<file path="config.mk">
export PLATFORM = sky130hd
export DESIGN_NAME = source_map_vlq_mapping_decoder_core_flat
export DESIGN_NICKNAME = d
export VERILOG_FILES = /design/src/hw/rtl/smvlq_pkg.sv /design/src/hw/rtl/smvlq_channels.sv /design/src/hw/rtl/smvlq_input_stage.sv /design/src/hw/rtl/smvlq_decode_engine.sv /design/src/hw/rtl/smvlq_result_stage.sv /design/src/hw/rtl/source_map_vlq_mapping_decoder_core.sv /design/src/flat_wrapper.sv
export VERILOG_INCLUDE_DIRS = /design/src /design/src/hw/rtl
export SDC_FILE = /design/constraint.sdc
export NUM_CORES = 1
export LEC_CHECK = 0
export ABC_AREA = 1
export BUFFER_PORTS_ARGS = -buffer_cell sky130_fd_sc_hd__buf_4
export CAP_MARGIN = 20
export CORE_ASPECT_RATIO = 1.4
export CORE_MARGIN = 1.5
export CORE_UTILIZATION = 60
export CTS_CLUSTER_DIAMETER = 30
export DETAILED_ROUTE_END_ITERATION = 16
export GPL_TIMING_DRIVEN = 0
export PLACE_DENSITY = 0.79
export SYNTH_ARGS = -nofsm -noshare
export SYNTH_HDL_FRONTEND = slang
export SYNTH_HIERARCHICAL = 1
export SYNTH_SLANG_ARGS = --single-unit
</file>
<file path="constraint.sdc">
create_clock -name clock -period 12 [get_ports clock]
set_input_delay 1.2 -clock clock [delete_from_list [all_inputs] [get_ports clock]]
set_output_delay 1.2 -clock clock [all_outputs]
set_load 0.005 [all_outputs]
</file>
<file path="src/hw/rtl/source_map_vlq_mapping_decoder_core_macros.svh">
// Assertion macros shared by the VLQ mappings decoder RTL.
// No dependencies; included by the files that carry assertions.
`ifndef SOURCE_MAP_VLQ_MAPPING_DECODER_CORE_MACROS_SVH
`define SOURCE_MAP_VLQ_MAPPING_DECODER_CORE_MACROS_SVH

// Same-cycle implication.
`define SMVLQ_ASSERT_IMPL(label, clk, rst, ante, cons) \
   label: assert property (@(posedge clk) disable iff (rst) (ante) |-> (cons)) \
      else $error("smvlq assertion failed");

// Next-cycle implication.
`define SMVLQ_ASSERT_NEXT(label, clk, rst, ante, cons) \
   label: assert property (@(posedge clk) disable iff (rst) (ante) |=> (cons)) \
      else $error("smvlq assertion failed");

`endif

</file>
<file path="src/hw/rtl/smvlq_pkg.sv">
// Package for the VLQ mappings decoder: sizes, codes, beat structs and
// the base64 digit lookup. No dependencies.
package smvlq_pkg;

   localparam int MAX_VLQ_DIGITS = 7;
   localparam int ACC_WIDTH      = 32;
   localparam int PV_WIDTH       = 32;
   localparam int DIGIT_BITS     = 5;
   localparam int DC_WIDTH       = $clog2(MAX_VLQ_DIGITS + 1);
   localparam int FIELD_WIDTH    = 3;
   localparam int SHAMT_WIDTH    = $clog2(DIGIT_BITS * MAX_VLQ_DIGITS + 1);

   localparam logic [FIELD_WIDTH-1:0] FIELD_GEN_COLUMN = 3'd0;
   localparam logic [FIELD_WIDTH-1:0] FIELD_SRC_INDEX  = 3'd1;
   localparam logic [FIELD_WIDTH-1:0] FIELD_SRC_LINE   = 3'd2;
   localparam logic [FIELD_WIDTH-1:0] FIELD_SRC_COLUMN = 3'd3;
   localparam logic [FIELD_WIDTH-1:0] FIELD_LIMIT      = 3'd5;

   localparam logic [7:0] CHAR_SEMICOLON = 8'h3B;
   localparam logic [7:0] CHAR_COMMA     = 8'h2C;

   localparam logic STATUS_RECORD = 1'b0;
   localparam logic STATUS_ERROR  = 1'b1;

   typedef struct packed {
      logic       valid;
      logic [7:0] map_char;
      logic       end_of_map;
   } smvlq_item_type;

   typedef struct packed {
      logic        status;
      logic [31:0] out_gen_line;
      logic [31:0] out_gen_column;
      logic [15:0] out_source_index;
      logic [31:0] out_source_line;
      logic [31:0] out_source_column;
   } smvlq_result_type;

   typedef struct packed {
      logic             has_result;
      smvlq_result_type result;
   } smvlq_eng_out_type;

   typedef struct packed {
      logic       ok;
      logic [5:0] value;
   } smvlq_digit_type;

   function automatic smvlq_digit_type b64_decode(input logic [7:0] c);
      smvlq_digit_type d;
      d.ok    = 1'b1;
      d.value = 6'd0;
      if (c >= 8'h41 && c <= 8'h5A) begin
         d.value = 6'(c - 8'h41);
      end else if (c >= 8'h61 && c <= 8'h7A) begin
         d.value = 6'(c - 8'h61 + 8'd26);
      end else if (c >= 8'h30 && c <= 8'h39) begin
         d.value = 6'(c - 8'h30 + 8'd52);
      end else if (c == 8'h2B) begin
         d.value = 6'd62;
      end else if (c == 8'h2F) begin
         d.value = 6'd63;
      end else begin
         d.ok = 1'b0;
      end
      return d;
   endfunction

endpackage

</file>
<file path="src/hw/rtl/smvlq_channels.sv">
// Valid/ready channel interfaces for the character input and result output.
// Depends on nothing.
interface smvlq_req_if;
   logic       valid;
   logic       ready;
   logic [7:0] map_char;
   logic       end_of_map;
   modport source (output valid, map_char, end_of_map, input ready);
   modport sink   (input valid, map_char, end_of_map, output ready);
endinterface

interface smvlq_rsp_if;
   logic        valid;
   logic        ready;
   logic        status;
   logic [31:0] out_gen_line;
   logic [31:0] out_gen_column;
   logic [15:0] out_source_index;
   logic [31:0] out_source_line;
   logic [31:0] out_source_column;
   modport source (output valid, status, out_gen_line, out_gen_column, out_source_index,
                   out_source_line, out_source_column, input ready);
   modport sink   (input valid, status, out_gen_line, out_gen_column, out_source_index,
                   out_source_line, out_source_column, output ready);
endinterface

</file>
<file path="src/hw/rtl/smvlq_input_stage.sv">
// Input register for character beats.
// Depends on smvlq_pkg and smvlq_req_if.
module smvlq_input_stage (
   input  logic                    clock,
   input  logic                    reset,
   smvlq_req_if.sink               req_ch,
   input  logic                    take,
   output smvlq_pkg::smvlq_item_type item
);

   logic       valid_ff, valid_in;
   logic [7:0] char_ff;
   logic       last_ff;

   // Free when empty or when the held beat is consumed this cycle.
   assign req_ch.ready = !valid_ff || take;

   always_comb begin
      valid_in = valid_ff;
      if (req_ch.ready) valid_in = req_ch.valid;
   end

   always_ff @(posedge clock) begin
      if (reset) begin
         valid_ff <= 1'b0;
      end else begin
         valid_ff <= valid_in;
      end
   end

   always_ff @(posedge clock) begin
      if (req_ch.valid && req_ch.ready) begin
         char_ff <= req_ch.map_char;
         last_ff <= req_ch.end_of_map;
      end
   end

   assign item.valid      = valid_ff;
   assign item.map_char   = char_ff;
   assign item.end_of_map = last_ff;

endmodule

</file>
<file path="src/hw/rtl/smvlq_decode_engine.sv">
// VLQ digit decode, field accumulators and record/error formation.
// Depends on smvlq_pkg and the macros header.
`include "source_map_vlq_mapping_decoder_core_macros.svh"

module smvlq_decode_engine (
   input  logic                        clock,
   input  logic                        reset,
   input  logic                        csr_wr_en,
   input  logic [15:0]                 csr_wr_data,
   input  smvlq_pkg::smvlq_item_type   item,
   input  logic                        fire,
   output smvlq_pkg::smvlq_eng_out_type eng
);

   logic [15:0]                             source_count_ff;
   logic [smvlq_pkg::ACC_WIDTH-1:0]         gen_line_ff, gen_line_in;
   logic [smvlq_pkg::ACC_WIDTH-1:0]         gen_col_ff, gen_col_in;
   logic [smvlq_pkg::ACC_WIDTH-1:0]         src_idx_ff, src_idx_in;
   logic [smvlq_pkg::ACC_WIDTH-1:0]         src_line_ff, src_line_in;
   logic [smvlq_pkg::ACC_WIDTH-1:0]         src_col_ff, src_col_in;
   logic [smvlq_pkg::PV_WIDTH-1:0]          partial_ff, partial_in;
   logic [smvlq_pkg::DC_WIDTH-1:0]          dcount_ff, dcount_in;
   logic [smvlq_pkg::FIELD_WIDTH-1:0]       field_ff, field_in;
   logic                                    skip_ff, skip_in;

   smvlq_pkg::smvlq_digit_type              dig;
   logic                                    is_sep;
   logic [smvlq_pkg::SHAMT_WIDTH-1:0]       shamt;

   assign dig    = smvlq_pkg::b64_decode(item.map_char);
   assign is_sep = (item.map_char == smvlq_pkg::CHAR_SEMICOLON) ||
                   (item.map_char == smvlq_pkg::CHAR_COMMA);
   assign shamt  = smvlq_pkg::SHAMT_WIDTH'(dcount_ff) *
                   smvlq_pkg::SHAMT_WIDTH'(smvlq_pkg::DIGIT_BITS);

   always_comb begin
      logic                            err_early;
      logic                            err;
      logic                            rec;
      logic [smvlq_pkg::PV_WIDTH-1:0]  shifted;
      logic [smvlq_pkg::PV_WIDTH-1:0]  mag;
      logic [smvlq_pkg::ACC_WIDTH-1:0] delta;
      logic [smvlq_pkg::DC_WIDTH-1:0]  dcount_inc;

      gen_line_in = gen_line_ff;
      gen_col_in  = gen_col_ff;
      src_idx_in  = src_idx_ff;
      src_line_in = src_line_ff;
      src_col_in  = src_col_ff;
      partial_in  = partial_ff;
      dcount_in   = dcount_ff;
      field_in    = field_ff;
      skip_in     = skip_ff;
      err_early   = 1'b0;
      err         = 1'b0;
      rec         = 1'b0;
      shifted     = '0;
      mag         = '0;
      delta       = '0;
      dcount_inc  = '0;
      eng         = '0;

      if (fire) begin
         if (is_sep) begin
            // separator inside an unfinished run reports against the old position
            err_early  = (dcount_ff != '0);
            partial_in = '0;
            dcount_in  = '0;
            if (item.map_char == smvlq_pkg::CHAR_SEMICOLON) begin
               gen_line_in = gen_line_ff + 1'b1;
               gen_col_in  = '0;
            end
            field_in = '0;
            skip_in  = 1'b0;
         end else if (!dig.ok) begin
            partial_in = '0;
            dcount_in  = '0;
            skip_in    = 1'b1;
            err        = 1'b1;
         end else if (!skip_ff) begin
            shifted    = partial_ff |
                         (smvlq_pkg::PV_WIDTH'(dig.value[smvlq_pkg::DIGIT_BITS-1:0]) << shamt);
            dcount_inc = dcount_ff + 1'b1;
            if (!dig.value[smvlq_pkg::DIGIT_BITS]) begin
               mag        = shifted >> 1;
               delta      = shifted[0] ? smvlq_pkg::ACC_WIDTH'('0 - mag)
                                       : smvlq_pkg::ACC_WIDTH'(mag);
               partial_in = '0;
               dcount_in  = '0;
               case (field_ff)
                  smvlq_pkg::FIELD_GEN_COLUMN: gen_col_in  = gen_col_ff + delta;
                  smvlq_pkg::FIELD_SRC_INDEX:  src_idx_in  = src_idx_ff + delta;
                  smvlq_pkg::FIELD_SRC_LINE:   src_line_in = src_line_ff + delta;
                  smvlq_pkg::FIELD_SRC_COLUMN: begin
                     src_col_in = src_col_ff + delta;
                     rec = !src_idx_ff[smvlq_pkg::ACC_WIDTH-1] &&
                           ((smvlq_pkg::ACC_WIDTH+1)'(src_idx_ff) <
                            (smvlq_pkg::ACC_WIDTH+1)'(source_count_ff));
                  end
                  default: ;
               endcase
               if (field_ff < smvlq_pkg::FIELD_LIMIT) field_in = field_ff + 1'b1;
            end else if (dcount_inc >= smvlq_pkg::DC_WIDTH'(smvlq_pkg::MAX_VLQ_DIGITS)) begin
               partial_in = '0;
               dcount_in  = '0;
               skip_in    = 1'b1;
               err        = 1'b1;
            end else begin
               partial_in = shifted;
               dcount_in  = dcount_inc;
            end
         end

         // payload taken before the end-of-map clear
         eng.result.out_gen_line   = 32'(err_early ? gen_line_ff : gen_line_in);
         eng.result.out_gen_column = 32'(err_early ? gen_col_ff : gen_col_in);
         if (rec) begin
            eng.result.out_source_index  = src_idx_in[15:0];
            eng.result.out_source_line   = 32'(src_line_in);
            eng.result.out_source_column = 32'(src_col_in);
         end

         if (item.end_of_map) begin
            if (!(err_early || err || rec) && dcount_in != '0) err = 1'b1;
            gen_line_in = '0;
            gen_col_in  = '0;
            src_idx_in  = '0;
            src_line_in = '0;
            src_col_in  = '0;
            partial_in  = '0;
            dcount_in   = '0;
            field_in    = '0;
            skip_in     = 1'b0;
         end

         eng.has_result    = err_early || err || rec;
         eng.result.status = rec ? smvlq_pkg::STATUS_RECORD : smvlq_pkg::STATUS_ERROR;
      end
   end

   always_ff @(posedge clock) begin
      if (reset) begin
         source_count_ff <= '0;
         gen_line_ff     <= '0;
         gen_col_ff      <= '0;
         src_idx_ff      <= '0;
         src_line_ff     <= '0;
         src_col_ff      <= '0;
         partial_ff      <= '0;
         dcount_ff       <= '0;
         field_ff        <= '0;
         skip_ff         <= 1'b0;
      end else begin
         if (csr_wr_en) source_count_ff <= csr_wr_data;
         gen_line_ff <= gen_line_in;
         gen_col_ff  <= gen_col_in;
         src_idx_ff  <= src_idx_in;
         src_line_ff <= src_line_in;
         src_col_ff  <= src_col_in;
         partial_ff  <= partial_in;
         dcount_ff   <= dcount_in;
         field_ff    <= field_in;
         skip_ff     <= skip_in;
      end
   end

   `SMVLQ_ASSERT_IMPL(a_dcount_bound, clock, reset, 1'b1, dcount_ff < smvlq_pkg::DC_WIDTH'(smvlq_pkg::MAX_VLQ_DIGITS))
   `SMVLQ_ASSERT_IMPL(a_record_on_fourth, clock, reset, eng.has_result && eng.result.status == smvlq_pkg::STATUS_RECORD, field_ff == smvlq_pkg::FIELD_SRC_COLUMN && !is_sep)
   `SMVLQ_ASSERT_IMPL(a_record_index_ok, clock, reset, eng.has_result && eng.result.status == smvlq_pkg::STATUS_RECORD, eng.result.out_source_index < source_count_ff)
   `SMVLQ_ASSERT_NEXT(a_clear_after_last, clock, reset, fire && item.end_of_map, gen_line_ff == '0 && field_ff == '0 && dcount_ff == '0 && !skip_ff)

endmodule

</file>
<file path="src/hw/rtl/smvlq_result_stage.sv">
// Result register driving the output channel.
// Depends on smvlq_pkg and smvlq_rsp_if.
module smvlq_result_stage (
   input  logic                         clock,
   input  logic                         reset,
   input  smvlq_pkg::smvlq_eng_out_type eng,
   input  logic                         fire,
   output logic                         can_load,
   smvlq_rsp_if.source                  rsp_ch
);

   logic                        valid_ff, valid_in;
   smvlq_pkg::smvlq_result_type data_ff;

   assign can_load = !valid_ff || rsp_ch.ready;

   always_comb begin
      valid_in = valid_ff;
      if (can_load) valid_in = fire && eng.has_result;
   end

   always_ff @(posedge clock) begin
      if (reset) begin
         valid_ff <= 1'b0;
      end else begin
         valid_ff <= valid_in;
      end
   end

   always_ff @(posedge clock) begin
      if (can_load && fire && eng.has_result) data_ff <= eng.result;
   end

   assign rsp_ch.valid             = valid_ff;
   assign rsp_ch.status            = data_ff.status;
   assign rsp_ch.out_gen_line      = data_ff.out_gen_line;
   assign rsp_ch.out_gen_column    = data_ff.out_gen_column;
   assign rsp_ch.out_source_index  = data_ff.out_source_index;
   assign rsp_ch.out_source_line   = data_ff.out_source_line;
   assign rsp_ch.out_source_column = data_ff.out_source_column;

endmodule

</file>
<file path="src/hw/rtl/source_map_vlq_mapping_decoder_core.sv">
// Top level of the source map VLQ mappings decoder.
// Depends on smvlq_pkg, the channel interfaces and the three stage modules.
//
//   channel   dir  handshake             beat
//   req_ch    in   valid/ready           map_char, end_of_map
//   rsp_ch    out  valid/ready           status and five position fields
//   csr_*     in   csr_wr_en, no wait    source_count (16 bit)
//
// One character per cycle sustained while rsp_ch is not stalled; a taken beat is held
// in the input register, then decoded and added, and its outcome is loaded into the
// result register when decode fires on it, from which its result beat leaves.
// The accumulator feedback closes within the decode cycle, so back-to-back
// characters need no bubbles. A stalled result blocks decode, and the input
// register then fills and drops req ready. Synchronous reset clears all
// accumulators and source_count; no clearing pass.
module source_map_vlq_mapping_decoder_core (
   input  logic        clock,
   input  logic        reset,
   smvlq_req_if.sink   req_ch,
   smvlq_rsp_if.source rsp_ch,
   input  logic        csr_wr_en,
   input  logic [15:0] csr_wr_data
);

   smvlq_pkg::smvlq_item_type    item;
   smvlq_pkg::smvlq_eng_out_type eng;
   logic                         can_load;
   logic                         fire;

   assign fire = item.valid && can_load;

   smvlq_input_stage u_input (
      .clock  (clock),
      .reset  (reset),
      .req_ch (req_ch),
      .take   (can_load),
      .item   (item)
   );

   smvlq_decode_engine u_engine (
      .clock       (clock),
      .reset       (reset),
      .csr_wr_en   (csr_wr_en),
      .csr_wr_data (csr_wr_data),
      .item        (item),
      .fire        (fire),
      .eng         (eng)
   );

   smvlq_result_stage u_result (
      .clock    (clock),
      .reset    (reset),
      .eng      (eng),
      .fire     (fire),
      .can_load (can_load),
      .rsp_ch   (rsp_ch)
   );

endmodule
</file>
<file path="src/flat_wrapper.sv">
// flat-port wrapper written by rule: the top's interface ports become plain ports
module source_map_vlq_mapping_decoder_core_flat 
  (clock, reset, csr_wr_en, csr_wr_data, req_ch_valid, req_ch_map_char, req_ch_end_of_map, req_ch_ready, rsp_ch_valid, rsp_ch_status, rsp_ch_out_gen_line, rsp_ch_out_gen_column, rsp_ch_out_source_index, rsp_ch_out_source_line, rsp_ch_out_source_column, rsp_ch_ready);
  smvlq_req_if req_ch_i ();
  smvlq_rsp_if rsp_ch_i ();
  input  logic clock;
  input  logic reset;
  input  logic csr_wr_en;
  input  logic [15:0] csr_wr_data;
  input wire logic [$bits(req_ch_i.valid)-1:0] req_ch_valid;
  input wire logic [$bits(req_ch_i.map_char)-1:0] req_ch_map_char;
  input wire logic [$bits(req_ch_i.end_of_map)-1:0] req_ch_end_of_map;
  output wire logic [$bits(req_ch_i.ready)-1:0] req_ch_ready;
  output wire logic [$bits(rsp_ch_i.valid)-1:0] rsp_ch_valid;
  output wire logic [$bits(rsp_ch_i.status)-1:0] rsp_ch_status;
  output wire logic [$bits(rsp_ch_i.out_gen_line)-1:0] rsp_ch_out_gen_line;
  output wire logic [$bits(rsp_ch_i.out_gen_column)-1:0] rsp_ch_out_gen_column;
  output wire logic [$bits(rsp_ch_i.out_source_index)-1:0] rsp_ch_out_source_index;
  output wire logic [$bits(rsp_ch_i.out_source_line)-1:0] rsp_ch_out_source_line;
  output wire logic [$bits(rsp_ch_i.out_source_column)-1:0] rsp_ch_out_source_column;
  input wire logic [$bits(rsp_ch_i.ready)-1:0] rsp_ch_ready;
  assign req_ch_i.valid = req_ch_valid;
  assign req_ch_i.map_char = req_ch_map_char;
  assign req_ch_i.end_of_map = req_ch_end_of_map;
  assign req_ch_ready = req_ch_i.ready;
  assign rsp_ch_valid = rsp_ch_i.valid;
  assign rsp_ch_status = rsp_ch_i.status;
  assign rsp_ch_out_gen_line = rsp_ch_i.out_gen_line;
  assign rsp_ch_out_gen_column = rsp_ch_i.out_gen_column;
  assign rsp_ch_out_source_index = rsp_ch_i.out_source_index;
  assign rsp_ch_out_source_line = rsp_ch_i.out_source_line;
  assign rsp_ch_out_source_column = rsp_ch_i.out_source_column;
  assign rsp_ch_i.ready = rsp_ch_ready;
  source_map_vlq_mapping_decoder_core u_core (.clock(clock), .reset(reset), .req_ch(req_ch_i), .rsp_ch(rsp_ch_i), .csr_wr_en(csr_wr_en), .csr_wr_data(csr_wr_data));
endmodule
</file>
==> impl_metrics.tcl, run 1 <==
set metrics [dict create \
    tightest_slew_ns 1.24 \
    synth.most_common_cell "nand2_1" \
    overflow 0 \
    gp_congestion 1.05 \
    drt_pass1_iterations 7 \
    ant_nets 0 \
    dieWidth_um 176 \
    cts_buffers 77 \
    timing.final.crit_share_pct 59.4 \
    path_clk_slew_ns 0.04 \
    cp_max_fo 10 \
    final_core_util_pct 72.7 \
    viasPerCell 6.11 \
    maxSlewHeadroom_pct 16.9 \
    die-area_mm2 0.0430 \
    synth-warning-count 6 \
    die_h_um 245 \
    grt_max_degree 35 \
    drive_above_1_share_pct 12.2 \
    r2r-end "u_core/u_engine/src_line_ff[26]" \
    hp-start "u_core/u_engine/source_count_ff[5]" \
    cp-end-kind "flop" \
    synth_seq_cells 371 \
    synth_cell_types 68 \
    reg2reg_from "u_core/u_input/char_ff[0]" \
    grt_pass1_vias 25100 \
    worstPathArrival_ns 7.60 \
    cts_resized 0 \
    htree_levels 3 \
    final_cell_area_mm2 0.0299 \
    p_leak_uw 0.0124 \
    initial_core_util_pct 60.9 \
    place_ws_ns 5.06 \
    yosysSeqAreaShare_pct 35.8 \
    antenna_found_initial 7 \
    dr.first_iter.drc_count 2647 \
    slowest_stage "xor2_1" \
    rsz0062_at_grt "false" \
    final-max-slew-violation-count 0 \
    max_stage_delay_ns 0.86 \
    skew_ns 0.0337 \
    postCtsHoldBufs 0 \
    netlist_top_cells_area "edfxtp_1 18%, dfxtp_1 17%, nand2_1 9.4%" \
    hold_path.class "flop to flop" \
    worstSetupStartpointType "flop" \
    synthArstFlopShare_pct 0 \
    post-cts-setup-buffers 0 \
    insertion_delay_ns 0.64 \
    synth_common_cells "626 x nand2_1, 445 x a21oi_1, 387 x inv_1, 285 x nor2_1, 245 x o21ai_0" \
    vdd_drop_max_mv 0.126 \
    hold_viol_final 0 \
    hold-path-endpoint "u_core/u_engine/source_count_ff[5]" \
    crit_type "flop to flop" \
    final_nets 3859 \
    synth_top_area_cell "edfxtp_1" \
    cpMostUsedCell "nand2_1" \
    synth_edf_count 154 \
    rows 88 \
    coreArea_mm2 0.0412 \
    track_usage_pct 41.5 \
    finalSetupViolations 0 \
    dp.cells 4101 \
    vias 25900 \
    synthCells 3372 \
    r2r_slack_ns 4.87 \
    min_period_ns 7.13 \
    area_growth_pct 19.4 \
    ys.flop_type "dfxtp_1" \
    fin_cells 4246 \
    drc 0 \
    setup_ws_ns 4.87 \
    io_buffers 176 \
    max_freq_mhz 140 \
    syn-num-nets 3591 \
    total_power_uw 3830 \
    synth_top_area_share_pct 18.4 \
    grt_pass1_wl_um 136000 \
    root_buffer "clkbuf_16" \
    cap_violations 0 \
    cp.required_ns 12.47 \
    placed_area_mm2 0.0273 \
    p_per_area_mw_per_mm2 128 \
    io_pins 177 \
    syn_area_mm2 0.0251 \
    cts.path.max_buffers 3 \
    postSynthAreaPerCell_um2 7.44 \
    place_hpwl_um 66900 \
    cts_num_sinks 371 \
    r2r_cells 32 \
    avgRoutedWirePerCell_um 21.3 \
    tritoncts "built" \
    status "completed" \
    hold_depth 2 \
    finalWirelength_um 90700 \
]
worst max-delay path, delay by kind of cell (launching register included):
family,cells,cell delay [ns]
compound gates,6,1.53
xor+xnor,2,1.02
fa+ha+maj,2,0.70
buf+inv,5,1.18
flops,1,0.49
simple gates,17,2.03
metal layers:
| layer | share of wire, % | routed length (um) | global-route usage (%) |
|---|---|---|---|
| met5 | 0.10 | 95 | 0 |
| met4 | 8.5 | 7710 | 33.3 |
| met3 | 10 | 9120 | 8.95 |
| met2 | 46 | 41900 | 68.4 |
| met1 | 35 | 31800 | 46.3 |
cell families (layout without fill, tap and decap cells):
| logic type | Yosys count | count (layout) | share of synthesized area, % |
|---|---|---|---|
| and+or+nand+nor | 1230 | 1230 | 21.8 |
| AOI/OAI and AO/OA | 900 | 900 | 19.7 |
| buffers and inverters | 548 | 881 | 8.48 |
| DFF | 371 | 371 | 35.8 |
| adders and majority gates | 189 | 189 | 9.55 |
| xor gates and xnor gates | 131 | 131 | 4.61 |
| muxes | 3 | 3 | 0.120 |
| other | 0 | 1 | 0 |
per-stage QoR:
step / hold slack (ns) / setup TNS, ns
floorplan: 0.435 / 0
global placement: 0.457 / -369.85
detailed placement: 0.462 / 0
CTS: 0.469 / 0
global route: 0.479 / 0
finish: 0.469 / 0
cells in the final DEF (no fill, tap or decap), types with 19 or more instances in the layout:
master       n
o211ai_1    35
o21ai_1     39
ha_1       185
xor2_1      93
inv_1      387
clkbuf_1   110
nand2_1    626
o21ai_0    245
nand4_1     52
a21o_1      19
nor2_1     285
xnor2_1     34
nor3_1      54
buf_4      181
dfxtp_1    217
edfxtp_1   154
a21oi_1    444
clkbuf_16   78
nand3_1     88
o22ai_1     22
worst max path at each step:
stage	start	end	slack, ns	cells past startpoint
2_1_floorplan	u_core/u_input/char_ff[2]	u_core/u_result/rsp_ch.out_gen_column[0]	1.70	17
3_3_place_gp	u_core/u_input/char_ff[0]	u_core/u_result/rsp_ch.out_gen_column[18]	-2.57	17
3_5_place_dp	u_core/u_input/char_ff[0]	u_core/u_engine/gen_col_ff[20]	5.06	31
4_1_cts	u_core/u_input/char_ff[0]	u_core/u_engine/gen_col_ff[20]	5.02	31
5_1_grt	u_core/u_input/char_ff[0]	u_core/u_result/rsp_ch.out_source_line[30]	4.40	34
6_report	u_core/u_input/char_ff[0]	u_core/u_engine/src_line_ff[26]	4.87	32
area by class of cell:
cell class | instances | area (um2)
Sequential cell | 371 | 8970
Clock buffer | 87 | 2020
Clock inverter | 57 | 632
Buffer | 139 | 586
Inverter | 409 | 1540
Multi-Input combinational cell | 2453 | 14000
Timing Repair Buffer | 189 | 1510
Tap cell | 540 | 676
Fill cell | 3218 | 11200
Antenna cell | 1 | 2.50
power breakdown:
group	leakage [uW]	internal, uW	total [uW]	switching, uW
Sequential	0.00309	1330	1330	7.72
Clock	0.00127	1390	2170	783
Combinational	0.00801	94.8	328	234
Total	0.0124	2810	3830	1020
(Power assumes the default switching activity.)
==> run 2, diff against run 1 <==
- ABC_AREA: 1 -> 0
- PLACE_DENSITY: 0.79 -> 0.8
- clock period: 12 -> 6.8 ns (I/O delays scaled with it)
==> impl_metrics.tcl, run 2 <==
set metrics [dict create \
    status "completed" \
    synth-warning-count 6 \
    setup_ws_ns 0.186 \
    overflow 0 \
    insertion_delay_ns 0.60 \
    p_per_area_mw_per_mm2 227 \
    die-area_mm2 0.0404 \
    drive_above_1_share_pct 14.9 \
    gp_congestion 1.00 \
    dr.first_iter.drc_count 2409 \
    place_hpwl_um 58500 \
    vias 23000 \
    cts_buffers 73 \
    grt_max_degree 39 \
    skew_ns 0.0235 \
    worstSetupStartpointType "flop" \
    timing.final.crit_share_pct 97.3 \
    cp_max_fo 10 \
    area_growth_pct 23.0 \
    antenna_found_initial 2 \
    min_period_ns 6.61 \
    postSynthAreaPerCell_um2 8.57 \
    io_pins 177 \
    final_nets 3264 \
    yosysSeqAreaShare_pct 38.1 \
    root_buffer "clkbuf_16" \
    hold_path.class "primary input to flop" \
    cts.path.max_buffers 3 \
    reg2reg_from "u_core/u_input/char_ff[0]" \
    final-max-slew-violation-count 0 \
    track_usage_pct 38.8 \
    htree_levels 3 \
    cap_violations 0 \
    grt_pass1_vias 22200 \
    die_h_um 237 \
    syn-num-nets 2965 \
    synth_top_area_share_pct 19.7 \
    io_buffers 175 \
    finalWirelength_um 80300 \
    synth_common_cells "431 x nor2_1, 291 x a21oi_1, 251 x nand2_1, 217 x dfxtp_1, 185 x ha_1" \
    synth.most_common_cell "nor2_1" \
    avgRoutedWirePerCell_um 22.1 \
    tightest_slew_ns 1.20 \
    rows 85 \
    ant_nets 0 \
    drc 0 \
    coreArea_mm2 0.0386 \
    synth_seq_cells 371 \
    maxSlewHeadroom_pct 19.6 \
    hp-start "reset" \
    p_leak_uw 0.0117 \
    synth_cell_types 93 \
    fillers 2877 \
    cts_num_sinks 371 \
    netlist_top_cells_area "edfxtp_1 20%, dfxtp_1 18%, ha_1 9.8%" \
    crit_start "u_core/u_input/char_ff[0]" \
    hold_slack_ns 0.254 \
    total_power_uw 6580 \
    grt_pass1_wl_um 120000 \
    synth_top_area_cell "edfxtp_1" \
    dieWidth_um 170 \
    tritoncts "built" \
    ys.flop_type "dfxtp_1" \
    cp-end-kind "flop" \
    hold_viol_final 0 \
    crit_type "flop to flop" \
    path_clk_slew_ns 0.06 \
    max_freq_mhz 151 \
    syn_area_mm2 0.0235 \
    most-common-layout-cells "430 x nor2_1, 288 x a21oi_1, 251 x nand2_1" \
    initial_core_util_pct 60.9 \
    place_ws_ns -0.646 \
    synthCells 2746 \
    finalSetupViolations 0 \
    synthArstFlopShare_pct 0 \
    vdd_drop_max_mv 0.195 \
    viasPerCell 6.34 \
    synth_edf_count 154 \
    final_common_cell "nor2_1" \
    worstPathArrival_ns 7.10 \
    postCtsHoldBufs 0 \
    drt_pass1_iterations 9 \
    cp.required_ns 7.29 \
]
-- run 2: cell types whose count changed after synthesis, moves of 39 or more --
cell	delta
nand2_1	-375
inv_1	-327
a21oi_1	-154
nor2_1	+146
o21ai_0	-112
a22oi_1	+73
xnor2_1	+66
mux2i_1	+40
a21o_1	+39
-- run 2: path summary, 6_finish.rpt --
path                                     to  slack (ns)  depth (start not counted)
max          u_core/u_engine/gen_col_ff[30]        0.19                         22
min                 u_core/u_input/valid_ff        0.25                          2
max reg2reg  u_core/u_engine/gen_col_ff[30]        0.19                         22
min reg2reg  u_core/u_engine/src_col_ff[28]        0.48                          2
-- run 2: metrics by stage --
step                      TNS, ns  instances  utilization, %  area (um2)
after floorplan                 0       2746               -       23500
after global placement     -66.31       3443            66.0       25500
after detailed placement    -8.36       3467            66.7       25800
after CTS                 -0.0977       3605            73.8       28500
after global routing       -0.128       3627            75.0       28900
final                           0       3628            75.0       28900
-- run 2: power breakdown --
part           switching [uW]  internal (uW)  leakage, uW
registers                14.5           2330      0.00322
logic                     389            198      0.00732
clock network            1330           2310      0.00122
total                    1730           4850       0.0117
-- run 2: worst max-delay path: stages, from the launching register on --
cell and delay [ns]:
edfxtp_1 0.51, inv_1 0.16, ha_1 0.30, nor2b_1 0.18, o2bb2ai_2 0.31, nand4_1 0.21
nand2_2 0.34, a21o_1 0.34, clkbuf_2 0.33, a21o_2 0.39, inv_1 0.35, fa_1 0.51
nor2b_1 0.18, o31a_1 0.24, o2111a_1 0.29, o211ai_1 0.21, a31oi_2 0.33, a31oi_4 0.15
o21ai_1 0.28, a2111oi_2 0.12, nor3_1 0.37, xor2_1 0.12, a32o_1 0.27
-- run 2: per-layer routing --
metal  wire [um]  vias to the layer above  global-route usage (%)
met2       37000                     1294                    62.8
met1       28400                    10800                    43.9
li1            -                    10600                       -
met3        7470                      395                    7.83
met5          15                        -                       0
met4        7350                        2                    32.9
-- run 2: area by class of cell --
| type | instances | area [um2] | share of cell area (%) |
|---|---|---|---|
| inverter | 62 | 233 | 0.804 |
| clock inverter | 53 | 609 | 2.11 |
| sequential | 371 | 8970 | 31.0 |
| clock buffer | 82 | 1910 | 6.61 |
| antenna | 1 | 2.50 | 0.00865 |
| tap | 522 | 653 | 2.26 |
| timing repair buffer | 224 | 1780 | 6.15 |
| buffer | 122 | 503 | 1.74 |
| multi-input combinational | 2191 | 14300 | 49.3 |
-- run 2: repair_timing --
| action | in CTS | in global routing |
|---|---|---|
| gates cloned | 0 | 1 |
| endpoints found under the setup margin | 48 | 43 |
| resized for setup | 30 | 53 |
| buffers inserted | 3 | 20 |
| pin swaps | 0 | 19 |
-- run 2: cell families after synthesis --
logic type	after synthesis	share of synthesized area, %
xor gates and xnor gates	160	5.96
adders and majority gates	189	10.2
and+or+nand+nor	1012	19.7
DFF	371	38.1
buffers and inverters	185	3.11
AOI/OAI and AO/OA	784	21.0
muxes	45	1.93
